<file path="config.mk">
export PLATFORM = sky130hd
export DESIGN_NAME = deferred_release_cache_aging
export DESIGN_NICKNAME = d
export VERILOG_FILES = /design/src/drca_pkg.sv /design/src/drca_mem.sv /design/src/drca_unit.sv /design/src/drca_ctrl.sv /design/src/deferred_release_cache_aging.sv
export VERILOG_INCLUDE_DIRS = /design/src /design/src/src
export SDC_FILE = /design/constraint.sdc
export NUM_CORES = 2
export LEC_CHECK = 0
export ABC_AREA = 1
export BUFFER_PORTS_ARGS = -buffer_cell sky130_fd_sc_hd__buf_4
export CAP_MARGIN = 10
export CORE_MARGIN = 5
export CORE_UTILIZATION = 42
export DETAILED_ROUTE_END_ITERATION = 12
export SETUP_SLACK_MARGIN = 0.5
export SLEW_MARGIN = 40
export SYNTH_ARGS = -nofsm -noshare
export SYNTH_HDL_FRONTEND = slang
export SYNTH_SLANG_ARGS = --single-unit
</file>
<file path="constraint.sdc">
create_clock -name clk_i -period 29.1 [get_ports clk_i]
set_clock_uncertainty 0.2 [all_clocks]
set_input_delay 2.91 -clock clk_i [delete_from_list [all_inputs] [get_ports clk_i]]
set_output_delay 2.91 -clock clk_i [all_outputs]
set_load 0.01 [all_outputs]
</file>
<file path="src/deferred_release_cache_aging_defines.svh">
// assertion macros for the deferred release cache
`ifndef DEFERRED_RELEASE_CACHE_AGING_DEFINES_SVH
`define DEFERRED_RELEASE_CACHE_AGING_DEFINES_SVH

// property checked on every rising clock edge outside reset
`define DRCA_ASSERT(label, prop, msg) \
  label: assert property (@(posedge clk_i) disable iff (!rst_ni) prop) \
    else $error(msg);

// condition that must never be seen
`define DRCA_ASSERT_NEVER(label, expr, msg) \
  `DRCA_ASSERT(label, !(expr), msg)

`endif

</file>
<file path="src/drca_pkg.sv">
// types, constants and codes shared by the deferred release cache
package drca_pkg;

  localparam int EntriesPerKind = 16;
  localparam int MaxResults     = 32;
  localparam int FillW          = $clog2(EntriesPerKind + 1);
  localparam int IdxW           = (EntriesPerKind > 1) ? $clog2(EntriesPerKind) : 1;
  localparam int AddrW          = IdxW + 1;
  localparam int MemDepth       = 2 * (1 << IdxW);
  localparam int CntW           = $clog2(MaxResults + 1);
  localparam int HashW          = 64;
  localparam int HandleW        = 32;
  localparam int AgeW           = 2;
  localparam logic [AgeW-1:0] AgeMax = 2'd3;
  localparam logic [1:0] KeepReset   = 2'd2;

  typedef enum logic [1:0] {
    CMD_QUEUE  = 2'd0,
    CMD_LOOKUP = 2'd1,
    CMD_TICK   = 2'd2
  } cmd_e;

  typedef enum logic [1:0] {
    ST_DONE = 2'd0,
    ST_HIT  = 2'd1,
    ST_FULL = 2'd2
  } status_e;

  typedef enum logic [3:0] {
    S_IDLE,
    S_FIN,
    S_LK_RD,
    S_LK_CMP,
    S_SH_RD,
    S_SH_WR,
    S_TK_START,
    S_AG_RD,
    S_AG_EV,
    S_CP_RD,
    S_CP_WR,
    S_TK_END
  } state_e;

  typedef struct packed {
    logic [HashW-1:0]   hash;
    logic [HandleW-1:0] handle;
    logic [AgeW-1:0]    age;
  } entry_t;

  typedef struct packed {
    logic             we;
    logic [AddrW-1:0] waddr;
    entry_t           wdata;
    logic             re;
    logic [AddrW-1:0] raddr;
  } mem_req_t;

  typedef struct packed {
    logic            match;
    logic [AgeW-1:0] age_next;
    logic            expired;
  } unit_res_t;

  typedef struct packed {
    status_e            status;
    logic               kind;
    logic [HandleW-1:0] handle;
    logic               last;
  } res_t;

endpackage

</file>
<file path="src/drca_mem.sv">
// entry storage for both tables, one write and one registered read port
module drca_mem (
  input  logic              clk_i,
  input  drca_pkg::mem_req_t req_i,
  output drca_pkg::entry_t  rdata_o
);
  import drca_pkg::*;

  entry_t mem_q [MemDepth];
  entry_t rdata_q;

  always_ff @(posedge clk_i) begin
    if (req_i.we) begin
      mem_q[req_i.waddr] <= req_i.wdata;
    end
    if (req_i.re) begin
      rdata_q <= mem_q[req_i.raddr];
    end
  end

  assign rdata_o = rdata_q;

endmodule

</file>
<file path="src/drca_unit.sv">
// shared compare and age unit applied to one entry per step
module drca_unit (
  input  drca_pkg::entry_t                entry_i,
  input  logic [drca_pkg::HashW-1:0]      key_i,
  input  logic [1:0]                      keep_i,
  output drca_pkg::unit_res_t             res_o
);
  import drca_pkg::*;

  logic [AgeW-1:0] age_next;

  always_comb begin
    age_next = (entry_i.age == AgeMax) ? entry_i.age : entry_i.age + AgeW'(1);
    res_o.match    = (entry_i.hash == key_i);
    res_o.age_next = age_next;
    res_o.expired  = (age_next >= keep_i);
  end

endmodule

</file>
<file path="src/drca_ctrl.sv">
// command sequencer: queue, lookup with shift, tick with aging and compaction
`include "deferred_release_cache_aging_defines.svh"

module drca_ctrl (
  input  logic                          clk_i,
  input  logic                          rst_ni,
  input  logic                          in_valid_i,
  output logic                          in_ready_o,
  input  logic [1:0]                    in_cmd_i,
  input  logic                          in_kind_i,
  input  logic [drca_pkg::HandleW-1:0]  in_handle_i,
  input  logic [drca_pkg::HashW-1:0]    in_hash_i,
  input  logic [1:0]                    keep_i,
  input  logic                          out_ready_i,
  output logic                          out_valid_o,
  output drca_pkg::res_t                out_res_o,
  output drca_pkg::mem_req_t            mem_req_o,
  input  drca_pkg::entry_t              mem_rdata_i
);
  import drca_pkg::*;

  state_e state_q, state_d;
  logic kind_q, kind_d;
  logic [HashW-1:0] hash_q, hash_d;
  status_e res_status_q, res_status_d;
  logic [HandleW-1:0] res_handle_q, res_handle_d;
  logic [FillW-1:0] ptr_q, ptr_d;
  logic [FillW-1:0] wptr_q, wptr_d;
  logic [FillW-1:0] fill_q [2];
  logic [FillW-1:0] fill_d [2];
  logic [EntriesPerKind-1:0] evf_q, evf_d;
  logic [CntW-1:0] cnt_q, cnt_d;
  logic pend_v_q, pend_v_d;
  logic pend_kind_q, pend_kind_d;
  logic [HandleW-1:0] pend_handle_q, pend_handle_d;
  logic out_v_q;
  res_t out_q;

  logic slot_free;
  logic emit;
  res_t emit_res;
  logic ev;
  unit_res_t ures;
  entry_t aged_entry;

  drca_unit u_unit (
    .entry_i (mem_rdata_i),
    .key_i   (hash_q),
    .keep_i  (keep_i),
    .res_o   (ures)
  );

  assign slot_free = !out_v_q || out_ready_i;

  always_comb begin
    state_d       = state_q;
    kind_d        = kind_q;
    hash_d        = hash_q;
    res_status_d  = res_status_q;
    res_handle_d  = res_handle_q;
    ptr_d         = ptr_q;
    wptr_d        = wptr_q;
    fill_d        = fill_q;
    evf_d         = evf_q;
    cnt_d         = cnt_q;
    pend_v_d      = pend_v_q;
    pend_kind_d   = pend_kind_q;
    pend_handle_d = pend_handle_q;
    mem_req_o     = '0;
    emit          = 1'b0;
    emit_res      = '{status: ST_DONE, kind: 1'b0, handle: '0, last: 1'b0};
    in_ready_o    = 1'b0;
    ev            = 1'b0;
    aged_entry    = mem_rdata_i;
    aged_entry.age = ures.age_next;

    case (state_q)
      S_IDLE: begin
        in_ready_o = 1'b1;
        if (in_valid_i) begin
          kind_d       = in_kind_i;
          hash_d       = in_hash_i;
          res_status_d = ST_DONE;
          res_handle_d = '0;
          case (cmd_e'(in_cmd_i))
            CMD_QUEUE: begin
              if (fill_q[in_kind_i] >= FillW'(EntriesPerKind)) begin
                res_status_d = ST_FULL;
              end else begin
                mem_req_o.we    = 1'b1;
                mem_req_o.waddr = {in_kind_i, fill_q[in_kind_i][IdxW-1:0]};
                mem_req_o.wdata = '{hash: in_hash_i, handle: in_handle_i, age: '0};
                fill_d[in_kind_i] = fill_q[in_kind_i] + FillW'(1);
              end
              state_d = S_FIN;
            end
            CMD_LOOKUP: begin
              if (fill_q[in_kind_i] == '0) begin
                state_d = S_FIN;
              end else begin
                ptr_d   = fill_q[in_kind_i] - FillW'(1);
                state_d = S_LK_RD;
              end
            end
            CMD_TICK: begin
              kind_d   = 1'b0;
              cnt_d    = '0;
              pend_v_d = 1'b0;
              state_d  = S_TK_START;
            end
            default: begin
              state_d = S_FIN;
            end
          endcase
        end
      end

      S_FIN: begin
        if (slot_free) begin
          emit     = 1'b1;
          emit_res = '{status: res_status_q, kind: kind_q, handle: res_handle_q, last: 1'b1};
          state_d  = S_IDLE;
        end
      end

      S_LK_RD: begin
        mem_req_o.re    = 1'b1;
        mem_req_o.raddr = {kind_q, ptr_q[IdxW-1:0]};
        state_d         = S_LK_CMP;
      end

      S_LK_CMP: begin
        if (ures.match) begin
          res_status_d = ST_HIT;
          res_handle_d = mem_rdata_i.handle;
          if ((ptr_q + FillW'(1)) < fill_q[kind_q]) begin
            state_d = S_SH_RD;
          end else begin
            fill_d[kind_q] = fill_q[kind_q] - FillW'(1);
            state_d        = S_FIN;
          end
        end else if (ptr_q == '0) begin
          state_d = S_FIN;
        end else begin
          ptr_d   = ptr_q - FillW'(1);
          state_d = S_LK_RD;
        end
      end

      S_SH_RD: begin
        mem_req_o.re    = 1'b1;
        mem_req_o.raddr = {kind_q, ptr_q[IdxW-1:0] + IdxW'(1)};
        state_d         = S_SH_WR;
      end

      S_SH_WR: begin
        mem_req_o.we    = 1'b1;
        mem_req_o.waddr = {kind_q, ptr_q[IdxW-1:0]};
        mem_req_o.wdata = mem_rdata_i;
        ptr_d           = ptr_q + FillW'(1);
        if ((ptr_q + FillW'(2)) < fill_q[kind_q]) begin
          state_d = S_SH_RD;
        end else begin
          fill_d[kind_q] = fill_q[kind_q] - FillW'(1);
          state_d        = S_FIN;
        end
      end

      S_TK_START: begin
        evf_d = '0;
        if (fill_q[kind_q] == '0) begin
          if (!kind_q) begin
            kind_d = 1'b1;
          end else begin
            state_d = S_TK_END;
          end
        end else begin
          ptr_d   = fill_q[kind_q] - FillW'(1);
          state_d = S_AG_RD;
        end
      end

      S_AG_RD: begin
        mem_req_o.re    = 1'b1;
        mem_req_o.raddr = {kind_q, ptr_q[IdxW-1:0]};
        state_d         = S_AG_EV;
      end

      S_AG_EV: begin
        ev = ures.expired && (cnt_q < CntW'(MaxResults));
        // a new eviction pushes the held one out, so wait for the output slot
        if (!(ev && pend_v_q && !slot_free)) begin
          mem_req_o.we    = 1'b1;
          mem_req_o.waddr = {kind_q, ptr_q[IdxW-1:0]};
          mem_req_o.wdata = aged_entry;
          evf_d[ptr_q[IdxW-1:0]] = ev;
          if (ev) begin
            cnt_d         = cnt_q + CntW'(1);
            pend_v_d      = 1'b1;
            pend_kind_d   = kind_q;
            pend_handle_d = mem_rdata_i.handle;
            if (pend_v_q) begin
              emit     = 1'b1;
              emit_res = '{status: ST_HIT, kind: pend_kind_q, handle: pend_handle_q,
                           last: 1'b0};
            end
          end
          if (ptr_q == '0) begin
            wptr_d  = '0;
            state_d = S_CP_RD;
          end else begin
            ptr_d   = ptr_q - FillW'(1);
            state_d = S_AG_RD;
          end
        end
      end

      S_CP_RD: begin
        if (ptr_q == fill_q[kind_q]) begin
          fill_d[kind_q] = wptr_q;
          if (!kind_q) begin
            kind_d  = 1'b1;
            state_d = S_TK_START;
          end else begin
            state_d = S_TK_END;
          end
        end else if (evf_q[ptr_q[IdxW-1:0]]) begin
          ptr_d = ptr_q + FillW'(1);
        end else begin
          mem_req_o.re    = 1'b1;
          mem_req_o.raddr = {kind_q, ptr_q[IdxW-1:0]};
          state_d         = S_CP_WR;
        end
      end

      S_CP_WR: begin
        mem_req_o.we    = 1'b1;
        mem_req_o.waddr = {kind_q, wptr_q[IdxW-1:0]};
        mem_req_o.wdata = mem_rdata_i;
        wptr_d          = wptr_q + FillW'(1);
        ptr_d           = ptr_q + FillW'(1);
        state_d         = S_CP_RD;
      end

      S_TK_END: begin
        if (slot_free) begin
          emit = 1'b1;
          if (pend_v_q) begin
            emit_res = '{status: ST_HIT, kind: pend_kind_q, handle: pend_handle_q,
                         last: 1'b1};
          end else begin
            emit_res = '{status: ST_DONE, kind: 1'b0, handle: '0, last: 1'b1};
          end
          pend_v_d = 1'b0;
          state_d  = S_IDLE;
        end
      end

      default: begin
        state_d = S_IDLE;
      end
    endcase
  end

  always_ff @(posedge clk_i or negedge rst_ni) begin
    if (!rst_ni) begin
      state_q   <= S_IDLE;
      fill_q[0] <= '0;
      fill_q[1] <= '0;
      evf_q     <= '0;
      cnt_q     <= '0;
      pend_v_q  <= 1'b0;
      out_v_q   <= 1'b0;
    end else begin
      state_q  <= state_d;
      fill_q   <= fill_d;
      evf_q    <= evf_d;
      cnt_q    <= cnt_d;
      pend_v_q <= pend_v_d;
      if (emit) begin
        out_v_q <= 1'b1;
      end else if (out_ready_i) begin
        out_v_q <= 1'b0;
      end
    end
  end

  always_ff @(posedge clk_i) begin
    kind_q        <= kind_d;
    hash_q        <= hash_d;
    res_status_q  <= res_status_d;
    res_handle_q  <= res_handle_d;
    ptr_q         <= ptr_d;
    wptr_q        <= wptr_d;
    pend_kind_q   <= pend_kind_d;
    pend_handle_q <= pend_handle_d;
    if (emit) begin
      out_q <= emit_res;
    end
  end

  assign out_valid_o = out_v_q;
  assign out_res_o   = out_q;

  `DRCA_ASSERT_NEVER(a_fill0_bound, fill_q[0] > FillW'(EntriesPerKind), "image fill too big")
  `DRCA_ASSERT_NEVER(a_fill1_bound, fill_q[1] > FillW'(EntriesPerKind), "buffer fill too big")
  `DRCA_ASSERT_NEVER(a_cnt_bound, cnt_q > CntW'(MaxResults), "eviction count above cap")
  `DRCA_ASSERT_NEVER(a_compact_order, (state_q == S_CP_RD) && (wptr_q > ptr_q), "compact overrun")
  `DRCA_ASSERT_NEVER(a_idle_no_pend, (state_q == S_IDLE) && pend_v_q, "held eviction left")
  `DRCA_ASSERT(a_cmp_after_rd, (state_q == S_LK_CMP) |-> $past(state_q == S_LK_RD), "no read")

endmodule

</file>
<file path="src/deferred_release_cache_aging.sv">
// top level of the deferred release cache with frame aging
//
//  channel   dir  handshake                      contents
//  s_axis    in   s_axis_tvalid / s_axis_tready  cmd, kind, handle_in, key_hash
//  m_axis    out  m_axis_tvalid / m_axis_tready  status, kind_out, handle_out, last
//  cfg       in   cfg_we_i                       frames_to_keep
//
//  queue and unknown commands go straight to the result; a lookup reads and
//  compares entries newest first, then shifts later entries down after a hit
//  a tick per table reads and ages each entry, then for compaction skips each
//  evicted entry and copies each kept one; no step makes two memory accesses
//  reset clears fills and control only; entry storage needs no clearing pass
//  a held result stalls the sequencer only when the next result must go out
module deferred_release_cache_aging (
  input  logic         clk_i,
  input  logic         rst_ni,
  input  logic         s_axis_tvalid,
  output logic         s_axis_tready,
  input  logic [103:0] s_axis_tdata,  // cmd, handle_in, key_hash, zero fill
  input  logic         s_axis_tuser,  // kind
  output logic         m_axis_tvalid,
  input  logic         m_axis_tready,
  output logic [39:0]  m_axis_tdata,  // status, handle_out, zero fill
  output logic         m_axis_tuser,  // kind_out
  output logic         m_axis_tlast,
  input  logic         cfg_we_i,
  input  logic [1:0]   cfg_wdata_i
);
  import drca_pkg::*;

  logic [1:0] keep_q;
  mem_req_t   mem_req;
  entry_t     mem_rdata;
  res_t       out_res;

  always_ff @(posedge clk_i or negedge rst_ni) begin
    if (!rst_ni) begin
      keep_q <= KeepReset;
    end else if (cfg_we_i) begin
      keep_q <= cfg_wdata_i;
    end
  end

  drca_mem u_mem (
    .clk_i   (clk_i),
    .req_i   (mem_req),
    .rdata_o (mem_rdata)
  );

  drca_ctrl u_ctrl (
    .clk_i       (clk_i),
    .rst_ni      (rst_ni),
    .in_valid_i  (s_axis_tvalid),
    .in_ready_o  (s_axis_tready),
    .in_cmd_i    (s_axis_tdata[1:0]),
    .in_kind_i   (s_axis_tuser),
    .in_handle_i (s_axis_tdata[33:2]),
    .in_hash_i   (s_axis_tdata[97:34]),
    .keep_i      (keep_q),
    .out_ready_i (m_axis_tready),
    .out_valid_o (m_axis_tvalid),
    .out_res_o   (out_res),
    .mem_req_o   (mem_req),
    .mem_rdata_i (mem_rdata)
  );

  assign m_axis_tdata = {6'b0, out_res.handle, out_res.status};
  assign m_axis_tuser = out_res.kind;
  assign m_axis_tlast = out_res.last;

endmodule
</file>
==> metrics.yaml <==
run_status:
  status: "finished clean"
yosys:
  synth-edff-count: 3412
  synthTopCellsByArea: "edfxtp_1, nand3_1, nand2_1"
  syn_area_um2: 144900
  synthCells: 12150
  yosys.area.top_type: "edfxtp_1"
  ys_async_sr_fraction: 0.01159
  yosysSeqAreaShare: 0.7141
  synth_ff_type: "edfxtp_1"
  synthMostInstantiatedCell: "nand3_1"
  synth_warnings: 0
  yosysUniqueCellTypes: 54
  syn_area_per_cell_um2: 11.93
  ys_ff_latch: 3452
  synth_top_area_share: 0.7072
  synth_commonest_cells: "nand3_1, edfxtp_1, nand2_1, inv_1, buf_2"
setup_path:
  critical_path_class: "in2reg"
  path_cells: "buf_4, inv_1, nor2_4, buf_4, inv_1, nor3_4, buf_6, a22oi_1, o21ai_0, nand2_1, nor2_4, buf_4, buf_4, buf_4"
  worst_setup_path_start_kind: "input pin"
  r2r-end: "u_mem.mem_q[23][85]$_DFFE_PP_"
  cpPeakStageDelay_ns: 0.78
  crit_top_cell: "buf_4"
  r2r_slack_ns: 21.37
  r2r-start: "u_ctrl.state_q[2]$_DFFE_PN0P_"
  crit_arrival_ns: 8.94
  endpoint_kind: "flip-flop"
  worstPathMaxFanout: 49
  rr_worst_depth: 16
  cp_slowest_cell: "nor2_4"
  crit_required_ns: 29.44
sta:
  fin_crit_ns: 8.609
  hold_viol_final: 0
  drv_slew: 0
  tns_ns: 0
  timing.hold.ws_ns: 0.2427
  setup_viol: 0
  tightest_slew_ns: 1.047
  rsz0062_at_grt: "false"
  maxSlewHeadroom: 0.3018
  period_share: 0.2958
  max_freq_mhz: 116.2
final_layout:
  drive_gt1_frac: 0.08740
  area_growth_pct: 12.50
  register_area_um2: 103500
  nFillCells: 30090
  finalNetCount: 12170
  multi_input_area_um2: 35150
clocking:
  cts-resized-gates: 0
  path_clk_slew_ns: 0.06
  cts-root-buf: "clkbuf_16"
  cts_buffer_depth: 4
  cts_sinks: 3452
  clk_latency_ns: 0.97
  holdBufCountCts: 0
  cts_buffers: 366
  cts_tree: "yes"
  h-tree-depth: 5
  cts_setup_buffers: 0
power:
  leakage_nw: 59.12
  p_total_mw: 17.53
  vdd_drop_max_mv: 0.1179
  power_density_nw_per_um2: 107.6
route:
  drc_errors: 0
  vias: 99180
  ant_nets: 0
  routed_wl_mm: 437.4
  drt_iter0_markers: 12830
  firstDrtPassIters: 8
  vias_per_cell: 5.874
  wl_per_cell_um: 25.90
floorplan:
  die_x_um: 597.3
  initial_core_util: 0.4221
  core-area_um2: 343300
  row_count: 215
  dieArea_um2: 356800
  die_h_um: 597.3
  boundaryPins: 156
min_path:
  hp-class: "reg2reg"
  min_from: "u_mem.rdata_o[32]$_DFFE_PP_"
  hold_end: "u_ctrl.pend_handle_q[30]$_DFFE_PP_"
  whs_path_depth: 0
global_routing:
  grt_max_degree: 175
  antenna_found_initial: 12
  grt_first_pass_wirelength_mm: 636.1
  gr-total-overflow: 0
  track_usage: 0.2373
  grt_pass1_vias: 94260
placed_design:
  place_congestion: 0.8147
  dpl.hpwl_mm: 217.1
  port_buffers: 143
run:
  maxCapViolations: 0
-- state kept, by name (all words and copies together) (netlist names), 6 cells and up --
signal	flops
u_ctrl.pend_handle_q	32
u_ctrl.out_res_o	36
u_ctrl.cnt_q	6
u_mem.rdata_o	98
u_ctrl.fill_q	10
u_ctrl.hash_q	64
u_ctrl.res_handle_q	32
u_mem.mem_q	3136
u_ctrl.evf_q	16
-- cells in the final DEF (no fill, tap or decap), drive strengths merged, types with 59 or more instances in the layout --
master,synthesis,final
nand3,4221,4221
edfxtp,3412,3412
nand2,2077,2077
inv,692,713
clkbuf,176,449
buf,719,406
nand3b,256,256
nor2,150,150
clkinv,1,148
o21ai,124,124
xor2,59,59
-- cell families after synthesis --
kind of cell             Yosys count  synth area share
adder cells (fa/ha/maj)           26          0.002245
buffers and inverters           1588           0.04868
AO/OA/AOI/OAI                    270           0.01207
multiplexers                       1        0.00007772
XOR/XNOR                          64          0.003869
AND/OR/NAND/NOR                 6745            0.2189
other                              1        0.00002588
flip-flops                      3452            0.7141
-- per-stage QoR --
step,utilization,cell area [um2],setup slack [ns],std cells
2_1_floorplan,-,144900,17.35,12150
3_3_place_gp,0.4358,149600,19.16,16170
3_5_place_dp,0.4398,151000,19.61,16210
4_1_cts,0.4736,162600,20.59,16870
5_1_grt,0.4748,163000,20.41,16880
6_report,0.4748,163000,20.49,16890
-- layer usage --
metal | vias up | GRT usage | share of wire
met5 | - | 0 | 0.000066
met3 | 746 | 0.04084 | 0.097
met4 | 6 | 0.06980 | 0.027
li1 | 43520 | - | -
met2 | 5185 | 0.3713 | 0.46
met1 | 49730 | 0.3415 | 0.42
-- worst max path at each step --
stage	to	slack, ns	cells after the start	startpoint
2_1_floorplan	u_mem.mem_q[10][0]$_DFFE_PP_	17.35	9	s_axis_tvalid
3_3_place_gp	u_mem.mem_q[23][59]$_DFFE_PP_	19.16	14	s_axis_tvalid
3_5_place_dp	u_mem.mem_q[23][68]$_DFFE_PP_	19.61	14	s_axis_tvalid
4_1_cts	u_mem.mem_q[23][85]$_DFFE_PP_	20.59	14	s_axis_tvalid
5_1_grt	u_mem.mem_q[23][85]$_DFFE_PP_	20.41	14	s_axis_tvalid
6_report	u_mem.mem_q[23][85]$_DFFE_PP_	20.49	14	s_axis_tvalid
-- power breakdown --
group	total (mW)	internal [mW]	switching (mW)
clock	4.55	2.62	1.93
sequential	6.52	6.37	0.147
combinational	6.46	1.58	4.88
total	17.5	10.6	6.96
-- area by class of cell --
cell class / instances / share of cell area
multi-input cells: 7112 / 0.2156
diodes: 6 / 0.00009212
clock inverters: 211 / 0.01254
flip-flops and latches: 3452 / 0.6348
inverters: 693 / 0.01630
clock buffers: 448 / 0.05854
repair buffers: 407 / 0.02712
well taps: 4557 / 0.03498
-- critical path: cells and delay by family --
kind            cells  cell delay, ns
compound gates      2            0.37
buf+inv             8            3.40
simple gates        4            2.08
Note: power is estimated with default switching activity, not from simulation.
